==> src/hdl/sc2a_pkg.sv <==
// Types, key codes and character tables of the scan code decoder.
package sc2a_pkg;

  // Modifier flags kept in the flag memory.
  typedef struct packed {
    logic lshift;
    logic rshift;
    logic caps;
    logic ctrl;
    logic alt;
  } flags_t;

  localparam int FLAGS_W = $bits(flags_t);

  // Set-1 make and break codes of the modifier keys.
  localparam logic [7:0] CODE_CTRL_MAKE    = 8'd29;
  localparam logic [7:0] CODE_CTRL_BREAK   = 8'd157;
  localparam logic [7:0] CODE_LSHIFT_MAKE  = 8'd42;
  localparam logic [7:0] CODE_LSHIFT_BREAK = 8'd170;
  localparam logic [7:0] CODE_RSHIFT_MAKE  = 8'd54;
  localparam logic [7:0] CODE_RSHIFT_BREAK = 8'd182;
  localparam logic [7:0] CODE_ALT_MAKE     = 8'd56;
  localparam logic [7:0] CODE_ALT_BREAK    = 8'd184;
  localparam logic [7:0] CODE_CAPS_TOGGLE  = 8'd58;

  localparam logic [6:0] CHAR_CARET = 7'h5e;
  localparam logic [6:0] CHAR_STAR  = 7'h2a;

  // Tables cover codes 0..63; codes 59..63 carry no character.
  localparam int TBL_DEPTH = 64;

  localparam logic [6:0] LOWER_TBL [TBL_DEPTH] = '{
    7'h00, 7'h00, 7'h31, 7'h32, 7'h33, 7'h34, 7'h35, 7'h36,
    7'h37, 7'h38, 7'h39, 7'h30, 7'h2d, 7'h3d, 7'h00, 7'h09,
    7'h71, 7'h77, 7'h65, 7'h72, 7'h74, 7'h79, 7'h75, 7'h69,
    7'h6f, 7'h70, 7'h5b, 7'h5d, 7'h00, 7'h00, 7'h61, 7'h73,
    7'h64, 7'h66, 7'h67, 7'h68, 7'h6a, 7'h6b, 7'h6c, 7'h3b,
    7'h27, 7'h60, 7'h00, 7'h5c, 7'h7a, 7'h78, 7'h63, 7'h76,
    7'h62, 7'h6e, 7'h6d, 7'h2c, 7'h2e, 7'h2f, 7'h00, 7'h2a,
    7'h00, 7'h20, 7'h00, 7'h00, 7'h00, 7'h00, 7'h00, 7'h00
  };

  localparam logic [6:0] SHIFT_TBL [TBL_DEPTH] = '{
    7'h00, 7'h00, 7'h21, 7'h40, 7'h23, 7'h24, 7'h25, 7'h5e,
    7'h26, 7'h2a, 7'h28, 7'h29, 7'h5f, 7'h2b, 7'h00, 7'h09,
    7'h51, 7'h57, 7'h45, 7'h52, 7'h54, 7'h59, 7'h55, 7'h49,
    7'h4f, 7'h50, 7'h7b, 7'h7d, 7'h00, 7'h00, 7'h41, 7'h53,
    7'h44, 7'h46, 7'h47, 7'h48, 7'h4a, 7'h4b, 7'h4c, 7'h3a,
    7'h22, 7'h7e, 7'h00, 7'h7c, 7'h5a, 7'h58, 7'h43, 7'h56,
    7'h42, 7'h4e, 7'h4d, 7'h3c, 7'h3e, 7'h3f, 7'h00, 7'h2a,
    7'h00, 7'h20, 7'h00, 7'h00, 7'h00, 7'h00, 7'h00, 7'h00
  };

  // Swap the case of a letter when en is set; leave other characters alone.
  function automatic logic [6:0] flip_case(input logic [6:0] c, input logic en);
    logic is_alpha;
    is_alpha = ((c >= 7'h41) && (c <= 7'h5a)) || ((c >= 7'h61) && (c <= 7'h7a));
    return (en && is_alpha) ? (c ^ 7'h20) : c;
  endfunction

endpackage

==> src/hdl/sc2a_ram.sv <==
// Generic single-port-write, registered-read RAM.
module sc2a_ram #(
  parameter int WIDTH = 8,
  parameter int DEPTH = 16,
  localparam int AW = (DEPTH > 1) ? $clog2(DEPTH) : 1
) (
  input  logic             clk,
  input  logic             we,
  input  logic [AW-1:0]    waddr,
  input  logic [WIDTH-1:0] wdata,
  input  logic             re,
  input  logic [AW-1:0]    raddr,
  output logic [WIDTH-1:0] rdata
);

  logic [WIDTH-1:0] mem [DEPTH];

  always_ff @(posedge clk) begin
    if (we) begin
      mem[waddr] <= wdata;
    end
    if (re) begin
      rdata <= mem[raddr];
    end
  end

endmodule

==> src/hdl/scan_code_to_ascii_decoder_top.sv <==
// Top level of the PS/2 set-1 scan code to ASCII decoder.

// Turns one set-1 scan code per input transfer into zero, one or two ASCII
// results. Modifier make/break codes (shift, ctrl, alt) and the caps lock
// toggle update flags kept in a one-entry flag RAM; they and every release
// or non-character code give no result. A character key gives one result
// chosen from the lower or shifted table, with caps lock swapping letter
// case; in password mode shown_char is '*' while stored_char holds the real
// character. With ctrl held a key gives '^' and then the upper-case-letter
// character, with alt '^' and then the lower-case character, both unmasked;
// last_of_run marks the final result of a scan code. Timing: the flag RAM
// is read when a code is taken and written back when the code retires, with
// the write forwarded to a code taken at the same edge. A new code is taken
// every cycle while the output does not stall; a caret pair holds the
// decode stage for both results, as the output register takes one result
// per cycle. A result waits in that output register while the next code is
// already being taken. After reset the flag RAM needs no clearing: an entry
// never written reads as all flags clear.
module scan_code_to_ascii_decoder_top import sc2a_pkg::*; (
  input  logic       clk,
  input  logic       rst,
  input  logic       cfg_wen,
  input  logic       cfg_wdata,
  input  logic       in_valid,
  output logic       in_ready,
  input  logic [7:0] scan_code,
  output logic       out_valid,
  input  logic       out_ready,
  output logic [6:0] stored_char,
  output logic [6:0] shown_char,
  output logic       last_of_run
);

  localparam int FLAG_DEPTH = 1;
  localparam int FLAG_AW    = 1;
  localparam logic [FLAG_AW-1:0] FLAG_ADDR = '0;

  logic password_mode;

  // Decode stage.
  logic       s1_valid;
  logic [7:0] s1_code;
  logic       s1_phase;     // 0: first result, 1: character after the caret
  logic       s1_fwd;       // flags were written at the edge this code was read
  logic       ram_init;     // flag RAM written at least once since reset
  flags_t     fwd_flags;

  logic [FLAGS_W-1:0] ram_rdata;
  flags_t flags_cur;
  flags_t flags_next;

  logic       in_fire;
  logic       out_take;
  logic       s1_leave;
  logic       has_char;
  logic       pair;
  logic       res_last;
  logic [5:0] tbl_idx;
  logic [6:0] lower_c;
  logic [6:0] shift_c;
  logic [6:0] plain_c;
  logic [6:0] pair_c;
  logic [6:0] res_stored;
  logic [6:0] res_shown;

  // Configuration: one bit, to be written while idle; the block itself does not enforce this.
  always_ff @(posedge clk) begin
    if (rst) begin
      password_mode <= 1'b0;
    end else if (cfg_wen) begin
      password_mode <= cfg_wdata;
    end
  end

  assign in_fire  = in_valid && in_ready;
  assign out_take = !out_valid || out_ready;

  // Flag RAM: read on transfer in, write back when the code retires.
  sc2a_ram #(
    .WIDTH (FLAGS_W),
    .DEPTH (FLAG_DEPTH)
  ) u_flag_ram (
    .clk   (clk),
    .we    (s1_leave),
    .waddr (FLAG_ADDR),
    .wdata (flags_next),
    .re    (in_fire),
    .raddr (FLAG_ADDR),
    .rdata (ram_rdata)
  );

  // Forward a write that landed at the read edge; an unwritten entry is clear.
  always_comb begin
    if (s1_fwd) begin
      flags_cur = fwd_flags;
    end else if (ram_init) begin
      flags_cur = flags_t'(ram_rdata);
    end else begin
      flags_cur = '0;
    end
  end

  // Modifier updates.
  always_comb begin
    flags_next = flags_cur;
    case (s1_code)
      CODE_CTRL_MAKE:    flags_next.ctrl   = 1'b1;
      CODE_CTRL_BREAK:   flags_next.ctrl   = 1'b0;
      CODE_LSHIFT_MAKE:  flags_next.lshift = 1'b1;
      CODE_LSHIFT_BREAK: flags_next.lshift = 1'b0;
      CODE_RSHIFT_MAKE:  flags_next.rshift = 1'b1;
      CODE_RSHIFT_BREAK: flags_next.rshift = 1'b0;
      CODE_ALT_MAKE:     flags_next.alt    = 1'b1;
      CODE_ALT_BREAK:    flags_next.alt    = 1'b0;
      CODE_CAPS_TOGGLE:  flags_next.caps   = !flags_cur.caps;
      default:           flags_next = flags_cur;
    endcase
  end

  // Character lookup. Codes carrying a character never touch the flags,
  // so the current flags select the table.
  assign tbl_idx  = s1_code[5:0];
  assign lower_c  = LOWER_TBL[tbl_idx];
  assign shift_c  = SHIFT_TBL[tbl_idx];
  assign has_char = (s1_code[7:6] == 2'b00) && (lower_c != 7'h00);
  assign plain_c  = flip_case((flags_cur.lshift || flags_cur.rshift) ? shift_c : lower_c,
                              flags_cur.caps);
  assign pair     = flags_cur.ctrl || flags_cur.alt;
  assign pair_c   = flags_cur.ctrl ? flip_case(lower_c, 1'b1) : lower_c;

  always_comb begin
    if (pair) begin
      res_stored = s1_phase ? pair_c : CHAR_CARET;
      res_shown  = res_stored;
    end else begin
      res_stored = plain_c;
      res_shown  = password_mode ? CHAR_STAR : plain_c;
    end
  end

  assign res_last = !pair || s1_phase;
  assign s1_leave = s1_valid && (!has_char || (out_take && res_last));
  assign in_ready = !s1_valid || s1_leave;

  // Decode stage control: hold on a stalled result, advance the phase of a
  // caret pair, drop the code once its last result is taken.
  always_ff @(posedge clk) begin
    if (rst) begin
      s1_valid <= 1'b0;
      s1_phase <= 1'b0;
      s1_fwd   <= 1'b0;
      ram_init <= 1'b0;
    end else begin
      if (in_fire) begin
        s1_valid <= 1'b1;
        s1_phase <= 1'b0;
        s1_fwd   <= s1_leave;
      end else if (s1_leave) begin
        s1_valid <= 1'b0;
      end else if (s1_valid && has_char && out_take) begin
        s1_phase <= 1'b1;
      end
      if (s1_leave) begin
        ram_init <= 1'b1;
      end
    end
  end

  always_ff @(posedge clk) begin
    if (in_fire) begin
      s1_code <= scan_code;
    end
    if (s1_leave) begin
      fwd_flags <= flags_next;
    end
  end

  // Output register.
  always_ff @(posedge clk) begin
    if (rst) begin
      out_valid <= 1'b0;
    end else if (out_take) begin
      out_valid <= s1_valid && has_char;
    end
  end

  always_ff @(posedge clk) begin
    if (out_take && s1_valid && has_char) begin
      stored_char <= res_stored;
      shown_char  <= res_shown;
      last_of_run <= res_last;
    end
  end

endmodule

==> config.mk <==
export PLATFORM = sky130hd
export DESIGN_NAME = scan_code_to_ascii_decoder_top
export DESIGN_NICKNAME = d
export VERILOG_FILES = /design/src/hdl/sc2a_pkg.sv /design/src/hdl/sc2a_ram.sv /design/src/hdl/scan_code_to_ascii_decoder_top.sv
export SDC_FILE = /design/constraint.sdc
export NUM_CORES = 1
export LEC_CHECK = 0
export ABC_AREA = 1
export BUFFER_PORTS_ARGS = -buffer_cell sky130_fd_sc_hd__buf_2
export CAP_MARGIN = 20
export CORE_MARGIN = 5
export CORE_UTILIZATION = 45
export DETAILED_ROUTE_END_ITERATION = 10
export PLACE_DENSITY_LB_ADDON = 0.2
export SLEW_MARGIN = 10
export SYNTH_ARGS = -nofsm -noshare
export SYNTH_HDL_FRONTEND = slang
export SYNTH_HIERARCHICAL = 1
export SYNTH_SLANG_ARGS = --single-unit
==> constraint.sdc <==
create_clock -name clk -period 4.9 [get_ports clk]
set_input_delay 0.735 -clock clk [delete_from_list [all_inputs] [get_ports clk]]
set_output_delay 0.735 -clock clk [all_outputs]
set_load 0.02 [all_outputs]
==> flow_metrics.tcl, run 1 <==
set metrics [dict create \
    crit_top_cell "nand2_1" \
    routed.top_layer "met4" \
    core_area_um2 6832 \
    pwr-share-clk_pct 25.8 \
    hold_end "u_flag_ram/rdata[3]" \
    die_height_um 93.89 \
    boundaryPins 31 \
    max_slew_margin_pct 37.27 \
    grt_max_degree 31 \
    grt_pass1_vias 2716 \
    wl_met1_um 3301 \
    dp_hpwl_um 5951 \
    hp-start "u_flag_ram/mem[0][3]" \
    skew_ps 9.658 \
    yosysWarnings 6 \
    cts_sinks 44 \
    rr_endpoint "u_flag_ram/rdata[1]" \
    layout.nets 477 \
    clkSlewWorstSetupHoldPaths_ps 80 \
    whs_path_depth 0 \
    stdcell_count 547 \
    cap_violations 0 \
    slowest_delay_ps 950 \
    power.leakage_nw 1.634 \
    dieArea_um2 8815 \
    reg2reg_slack_ps 1810 \
    place_ws_ps 1568 \
    syn_inst 426 \
    gr-total-overflow 0 \
    wl_per_cell_um 13.80 \
    clock_latency_ps 300 \
    dr.first_iter.drc_count 204 \
    drt_wl_total_um 7550 \
    finalCritPeriodShare_pct 75.44 \
    worstReg2RegStart "s1_code[2]" \
    antenna_left 0 \
    fmax_mhz 270.5 \
    post-route-util_pct 50.16 \
    path_buf_inv 3 \
    synth.avg_cell_area_um2 7.434 \
    numCtsBuffers 5 \
    grt_use_total_pct 18.22 \
    cts_tree "yes" \
    dpl-instance-area_um2 3332 \
    cp_cell_sequence "inv_2 -> nor2_1 -> nand2_1 -> nand3_1 -> nand2_1 -> nand2_1 -> nand2_1 -> nand2_1 -> inv_1 -> nand3_2 -> nor2_2 -> nand2_2 -> nand4_2 -> buf_2" \
    p_switching_mw 0.2991 \
    rsz0062_at_grt "no" \
    finalMaxSlewViolations 0 \
    vias 2883 \
    switching_share_pct 32.52 \
    crit_type "reg -> out" \
    critPathMaxFanout 27 \
    rows 30 \
    cp.required_ps 4160 \
    routed_via_density 5.271 \
    arrival_ps 2960 \
    antenna_found_initial 0 \
    n_antenna_cell 0 \
    pwr_density_cell_nw_per_um2 268.4 \
    n_fill_cell 707 \
    area_delta_synth_final_pct 8.218 \
    layout-drive-gt1-share_pct 14.63 \
    tightest_slew_ps 941.0 \
    syn_nets 453 \
    drc 0 \
    hp-class "reg -> reg" \
    power_frac_seq_pct 49.5 \
    setup_tns_ps 0 \
    crit_slowest_cell "edfxtp_1" \
    layout_min_cycle_time_ps 3696 \
    port_buffers 30 \
    fin_ws_ps 1204 \
    outcome "finished, final reports clean" \
    start_kind "flip-flop" \
    initial_core_util_pct 46.36 \
    dp_cells 539 \
    grt_pass1_wl_um 12760 \
    clockBufferDepth 2 \
    cts_setup_buffers 0 \
    die_w_um 93.89 \
    cts_htree_levels 2 \
    ctsResizeCount 0 \
    end_kind "output pin" \
    crit_family "simple AND/OR/NAND/NOR gates" \
    p_int_mw 0.6207 \
    design_area_um2 3427 \
    hold_buffers 0 \
    route.met3.wl_um 360 \
    power_mw 0.9198 \
    ff2ff_path_depth 14 \
    hold_viol_final 0 \
    fin_hold_ws_ps 416.3 \
    first_pass_iters 5 \
    gp_congestion 0.9307 \
    peakVddDrop_uv 181.3 \
    pwr-share-comb_pct 24.7 \
    cts-root-buf "clkbuf_8" \
    dr_wl_met2_um 3685 \
    syn_area_um2 3167 \
    setup_violations 0 \
]
## placed cells by master (no fill, tap or decap), types with 2 or more instances in the layout
cell / count
nand3_1: 44
dfxtp_1: 6
clkbuf_8: 6
a22oi_1: 4
edfxtp_1: 38
o211ai_1: 3
o21ai_1: 6
o21ai_0: 21
o31ai_1: 3
a21oi_2: 4
inv_4: 3
a21oi_1: 15
nor3_1: 7
nor2_1: 34
inv_1: 40
nand3_2: 4
nand2_1: 143
mux2i_1: 2
nor2_2: 3
buf_2: 30
inv_2: 6
nand2_2: 4
nand2_4: 2
ha_1: 13
nand4_1: 3
## final cells by class
| class | count | area (µm²) | share of cell area [%] |
|---|---|---|---|
| multi-input combinational | 321 | 1614 | 47.10 |
| sequential | 44 | 1261 | 36.80 |
| inverter | 47 | 178.9 | 5.221 |
| timing repair buffer | 31 | 157.7 | 4.600 |
| tap | 96 | 120.1 | 3.505 |
| clock buffer | 6 | 82.58 | 2.410 |
| clock inverter | 2 | 12.51 | 0.3651 |
## state kept, by name, indices dropped and copies added (netlist names)
name,count
fwd_flags,5
last_of_run,1
out_valid,1
password_mode,1
ram_init,1
s1_code,8
s1_fwd,1
s1_phase,1
s1_valid,1
shown_char,7
stored_char,7
u_flag_ram/mem,5
u_flag_ram/rdata,5
## worst reg2reg max path, delay by kind of cell, from the launching register on
family | cells | cell delay (ps)
and+or+nand+nor | 12 | 1320
DFF | 1 | 970
buffers and inverters | 1 | 230
AOI/OAI and AO/OA | 1 | 230
## worst max path at each step
stage          startpoint           to  slack, ps  cells after the start
2_1_floorplan  s1_code[1]  last_of_run       1970                     15
3_3_place_gp   s1_code[3]     in_ready       1550                     14
3_5_place_dp   s1_code[3]     in_ready       1570                     14
4_1_cts        s1_code[3]     in_ready       1220                     14
5_1_grt        s1_code[2]     in_ready        940                     13
6_report       s1_code[3]     in_ready       1200                     14
## layer usage
metal  track usage, %  vias up
met5                0        -
met4            6.619        0
met3            3.606       20
met2            30.10       74
met1            23.54     1333
li1                 -     1456
## power by group through the flow
stage          clock [mW]  sequential [mW]  combinational, mW
2_1_floorplan           0            0.456              0.181
3_3_place_gp            0            0.463              0.227
3_5_place_dp            0            0.464              0.225
4_1_cts             0.243            0.455              0.226
5_1_grt             0.262            0.458              0.261
6_report            0.237            0.455              0.227
Note: power is estimated with default switching activity, not from simulation.
==> inputs of run 2 (changes only) <==
==> constraint.sdc (replaced) <==
create_clock -name clk -period 3.34 [get_ports clk]
set_input_delay 0.501 -clock clk [delete_from_list [all_inputs] [get_ports clk]]
set_output_delay 0.501 -clock clk [all_outputs]
set_load 0.02 [all_outputs]
==> flow_metrics.tcl, run 2 (synthesized netlist as in run 1, its figures left out) <==
set metrics [dict create \
    gp_congestion 0.9637 \
    power_mw 1.431 \
    hp-class "in -> reg" \
    dp_cells 545 \
    place_ws_ps 393.0 \
    fmax_mhz 314.2 \
    grt_pass1_vias 2813 \
    gr-total-overflow 0 \
    initial_core_util_pct 46.36 \
    antenna_found_initial 0 \
    pwr-share-comb_pct 25.8 \
    stdcell_count 557 \
    grt_pass1_wl_um 13130 \
    largest-register "s1_code" \
    dr.first_iter.drc_count 233 \
    finalMaxSlewViolations 0 \
    largest_reg_flops 8 \
    die_height_um 93.89 \
    tightest_slew_ps 448.1 \
    grt_max_degree 22 \
    vias 2945 \
    p_switching_mw 0.4536 \
    pwr_density_cell_nw_per_um2 398.8 \
    design_area_um2 3587 \
    peakVddDrop_uv 252.7 \
    grt_use_total_pct 18.95 \
    cp.required_ps 2840 \
    die_w_um 93.89 \
    hold_buffers 0 \
    cap_violations 0 \
    reg_top3 "s1_code x8, shown_char x7, stored_char x7" \
    fin_ws_ps 157.2 \
    routed_via_density 5.287 \
    drc 0 \
    boundaryPins 31 \
    cts_tree "yes" \
    n_fill_cell 666 \
    drt_wl_total_um 8031 \
    critPathMaxFanout 8 \
    outcome "finished, final reports clean" \
    layout.nets 487 \
    rows 30 \
    crit_type "reg -> out" \
    cts-root-buf "clkbuf_8" \
    hold_viol_final 0 \
    core_area_um2 6832 \
    wl_per_cell_um 14.42 \
    port_buffers 30 \
    p_int_mw 0.9771 \
    arrival_ps 2680 \
    end_kind "output pin" \
    clkSlewWorstSetupHoldPaths_ps 80 \
    pwr-share-clk_pct 28.2 \
    final_cell_mix "140 x nand2_1, 42 x nand3_1, 38 x inv_1, 38 x edfxtp_1, 34 x nor2_1" \
    numCtsBuffers 5 \
    dieArea_um2 8815 \
    power_frac_seq_pct 46.0 \
    setup_tns_ps 0 \
    setup_violations 0 \
    switching_share_pct 31.70 \
    n_antenna_cell 0 \
    area_delta_synth_final_pct 13.28 \
    layout_min_cycle_time_ps 3183 \
    clockBufferDepth 2 \
    layout-drive-gt1-share_pct 19.09 \
    dp_hpwl_um 6060 \
    mostFrequentLayoutCell "nand2_1" \
    power.leakage_nw 1.673 \
    antenna_left 0 \
    skew_ps 6.167 \
    max_slew_margin_pct 69.85 \
    finalCritPeriodShare_pct 95.29 \
    cts_htree_levels 2 \
    cts_sinks 44 \
    first_pass_iters 5 \
    start_kind "flip-flop" \
    clock_latency_ps 300 \
    dpl-instance-area_um2 3377 \
]
[run 2: changes by cell type in the layout (fill, tap and decap cells not counted), sizes merged]
cell | previous run | this run
clkinv | 0 | 2
inv | 49 | 46
clkbuf | 6 | 5
bufinv | 0 | 1
clkinvlp | 0 | 1
buf | 31 | 41
[run 2: power by group through the flow]
stage	clock, mW	sequential [mW]	combinational (mW)
3_3_place_gp	0	0.670	0.350
2_1_floorplan	0	0.669	0.265
5_1_grt	0.443	0.662	0.416
3_5_place_dp	0	0.671	0.347
4_1_cts	0.412	0.658	0.349
6_report	0.404	0.658	0.369
[run 2: final cells by class]
| type | instances | area (µm²) | share of cell area [%] |
|---|---|---|---|
| Clock inverter | 3 | 42.54 | 1.186 |
| Multi-Input combinational cell | 321 | 1669 | 46.53 |
| Clock buffer | 5 | 68.82 | 1.918 |
| Timing Repair Buffer | 41 | 242.7 | 6.767 |
| Inverter | 47 | 182.7 | 5.092 |
| Tap cell | 96 | 120.1 | 3.348 |
| Sequential cell | 44 | 1261 | 35.16 |
[run 2: stage by stage]
stage	utilization, %	hold slack (ps)
2_1_floorplan	-	400.3
3_3_place_gp	49.43	403.0
3_5_place_dp	49.43	411.5
4_1_cts	51.06	369.1
5_1_grt	52.51	348.0
6_report	52.51	374.4
[run 2: layer usage]
layer / GRT usage, % / vias to the layer above / wire [µm]
met5: 0 / - / 0
met4: 8.424 / 0 / 292
met3: 3.766 / 26 / 504
met2: 30.57 / 107 / 3793
met1: 24.47 / 1338 / 3440
li1: - / 1474 / -
[run 2: worst max-delay path, cell delays in order, from the launching register on]
cell        delay, ps
edfxtp_1          520
clkinvlp_4        280
buf_6             180
ha_2              190
nor2_4            140
nand2_1            80
nand3_1            70
nand2_1            70
nand2_1            70
nand2_1           100
nor2_2            130
nand3_2           110
nor2_2            110
nand2_2            90
nand4_4            90
buf_6             120
[run 2: what timing repair did]
| item | in CTS | in global routing |
|---|---|---|
| buffers inserted | 0 | 4 |
| endpoints found under the setup margin | 0 | 1 |
| gates resized for setup | 0 | 18 |
[run 2: path summary, 6_finish.rpt]
kind                         from                   to  slack (ps)  depth (start not counted)
min reg2reg  u_flag_ram/mem[0][0]  u_flag_ram/rdata[0]         430                          0
min                  scan_code[6]           s1_code[6]         370                          1
max reg2reg            s1_code[1]  u_flag_ram/rdata[2]         440                         16
max                    s1_code[1]             in_ready         160                         15
==> inputs of run 3 (changes only) <==
--- a/config.mk
+++ b/config.mk
@@ -6,7 +6,7 @@
 export NUM_CORES = 1
 export LEC_CHECK = 0
 export ABC_AREA = 1
-export BUFFER_PORTS_ARGS = -buffer_cell sky130_fd_sc_hd__buf_2
+export BUFFER_PORTS_ARGS = -buffer_cell sky130_fd_sc_hd__buf_4
 export CAP_MARGIN = 20
 export CORE_MARGIN = 5
 export CORE_UTILIZATION = 45
@@ -15,5 +15,4 @@
 export SLEW_MARGIN = 10
 export SYNTH_ARGS = -nofsm -noshare
 export SYNTH_HDL_FRONTEND = slang
-export SYNTH_HIERARCHICAL = 1
 export SYNTH_SLANG_ARGS = --single-unit
==> flow_metrics.tcl, run 3 <==
set metrics [dict create \
    ys.flop_type "edfxtp_1" \
    reg_top3 "s1_code x8, shown_char x7, stored_char x7" \
    power.leakage_nw 1.619 \
    post-route-util_pct 52.51 \
    clockBufferDepth 2 \
    cap_violations 0 \
    path_buf_inv 4 \
    die_height_um 90.71 \
    finalMaxSlewViolations 0 \
    dr.first_iter.drc_count 284 \
    mostFrequentLayoutCell "nand2_1" \
    pwr-share-comb_pct 26.8 \
    cp.required_ps 2840 \
    initial_core_util_pct 46.17 \
    start_kind "flip-flop" \
    dp_hpwl_um 5905 \
    antenna_left 0 \
    largest_reg_flops 8 \
    clock_latency_ps 290 \
    critPathLaunch "s1_code[4]" \
    yosys.area.top_type_share_pct 33.80 \
    rr_endpoint "s1_code[1]" \
    hold_viol_final 0 \
    end_kind "output pin" \
    outcome "finished, final reports clean" \
    synth_top_area_cell "edfxtp_1" \
    cts-root-buf "clkbuf_8" \
    layout.nets 482 \
    grt_max_degree 24 \
    vias 2855 \
    skew_ps 6.694 \
    grt_pass1_wl_um 12660 \
    wl_per_cell_um 14.59 \
    port_buffers 30 \
    dieArea_um2 8228 \
    crit_slowest_cell "edfxtp_1" \
    cts_htree_levels 2 \
    die_w_um 90.71 \
    cts_sinks 39 \
    yosysMostFrequentCell "nand2_1" \
    crit_cells 11 \
    arrival_ps 2590 \
    slowest_delay_ps 590 \
    antenna_found_initial 0 \
    fin_hold_ws_ps 381.6 \
    cts_tree "yes" \
    switching_share_pct 32.88 \
    p_switching_mw 0.4259 \
    peakVddDrop_uv 240.2 \
    rsz0062_at_grt "no" \
    rows 29 \
    max_slew_margin_pct 67.07 \
    setup_violations 0 \
    synthTopCellsByArea "edfxtp_1 34%, nand2_1 20%, nand3_1 8.0%" \
    crit_family "buffers and inverters" \
    largest-register "s1_code" \
    area_delta_synth_final_pct 13.74 \
    cp_cell_sequence "inv_2 -> nand2_1 -> inv_2 -> o211ai_1 -> nand2_1 -> nor2_1 -> nand4_1 -> nand2_1 -> inv_2 -> nand3_2 -> buf_4" \
    ys_ff_latch 39 \
    yosysWarnings 0 \
    pwr-share-clk_pct 28.2 \
    gp_congestion 0.9506 \
    synth_common_cells "153 x nand2_1, 47 x nand3_1, 42 x inv_1" \
    worstReg2RegStart "s1_code[1]" \
    grt_use_total_pct 18.70 \
    drc 0 \
    synth_cell_types 31 \
    synth_edf_count 33 \
    gr-total-overflow 0 \
    p_int_mw 0.8694 \
    reg2reg_slack_ps 560 \
    layout-drive-gt1-share_pct 14.04 \
    grt_pass1_vias 2737 \
    synth.avg_cell_area_um2 6.914 \
    core_area_um2 6350 \
    tightest_slew_ps 491.0 \
    critPathMaxFanout 17 \
    syn_inst 424 \
    syn_area_um2 2932 \
    final_cell_mix "153 x nand2_1, 47 x nand3_1, 41 x inv_1, 37 x nor2_1, 37 x buf_4" \
    setup_tns_ps 0 \
    clkSlewWorstSetupHoldPaths_ps 80 \
    routed_via_density 5.356 \
    first_pass_iters 4 \
    n_antenna_cell 0 \
    numCtsBuffers 5 \
    syn_nets 451 \
    ff2ff_path_depth 15 \
    layout_min_cycle_time_ps 3093 \
    drt_wl_total_um 7777 \
    crit_type "reg -> out" \
    cp-endpoint "in_ready" \
    hp-class "in -> reg" \
    async_flop_share_pct 0 \
    boundaryPins 31 \
    ys_seq_area_share_pct 37.90 \
    power_frac_seq_pct 45.0 \
    pwr_density_cell_nw_per_um2 388.4 \
    finalCritPeriodShare_pct 92.62 \
    fmax_mhz 323.3 \
]
run 3: changes by cell type in the layout (fill, tap and decap cells not counted), sizes merged, moves of 2 or more:
cell	previous run	this run
buf	41	37
nor3	7	4
o21ai	27	25
inv	46	49
nand3	48	50
edfxtp	38	33
nand2	149	156
run 3: layout make-up:
type,count,area [µm²]
Multi-Input combinational cell,323,1558
Clock buffer,6,93.84
Inverter,49,183.9
Clock inverter,2,13.76
Timing Repair Buffer,37,277.8
Fill cell,631,3015
Tap cell,77,96.34
Sequential cell,39,1111
run 3: cells by family (layout without fill, tap and decap cells):
logic type	after synthesis	after routing	share of synthesized area, %
AO/OA/AOI/OAI	54	54	10.58
XOR/XNOR	1	1	0.2988
adder cells (fa/ha/maj)	13	13	5.549
buffers and inverters	62	94	8.963
flip-flops	39	39	37.90
multiplexers	1	1	0.3415
AND/OR/NAND/NOR	254	254	36.36
run 3: metal layers:
| metal | track usage, % | vias up | part of all wire [%] |
|---|---|---|---|
| met2 | 30.21 | 99 | 47 |
| li1 | - | 1443 | - |
| met1 | 24.56 | 1299 | 45 |
| met4 | 6.328 | 0 | 2.3 |
| met3 | 4.167 | 14 | 5.6 |
| met5 | 0 | - | 0 |
run 3: per-stage QoR:
step / power, mW / cells / worst slack, ps / area, µm²
global placement: 0.9299 / 522 / 503.7 / 3204
floorplan: 0.8405 / 424 / 351.1 / 2932
detailed placement: 0.9305 / 522 / 419.3 / 3204
CTS: 1.295 / 530 / 93.53 / 3312
finish: 1.295 / 533 / 246.6 / 3334
global route: 1.374 / 533 / 49.69 / 3334
run 3: power by group through the flow:
stage / Combinational, mW / Clock (mW) / Sequential, mW
4_1_cts: 0.339 / 0.373 / 0.583
2_1_floorplan: 0.246 / 0 / 0.594
3_5_place_dp: 0.337 / 0 / 0.594
5_1_grt: 0.393 / 0.395 / 0.586
6_report: 0.347 / 0.365 / 0.583
3_3_place_gp: 0.337 / 0 / 0.592
run 3: worst min path at each step:
stage / startpoint / to / slack (ps) / depth (start not counted)
after floorplan: u_flag_ram.mem[0][3] / u_flag_ram.rdata[3] / 430 / 0
after global placement: u_flag_ram.mem[0][3] / u_flag_ram.rdata[3] / 440 / 0
after detailed placement: u_flag_ram.mem[0][3] / u_flag_ram.rdata[3] / 450 / 0
after CTS: scan_code[3] / s1_code[3] / 380 / 1
after global routing: scan_code[2] / s1_code[2] / 360 / 1
final: scan_code[5] / s1_code[5] / 380 / 1
run 3: what timing repair did:
item,in CTS,in global routing
endpoints found under the setup margin,0,1
hold buffers,0,0
buffers inserted,0,3
gates resized for setup,0,1
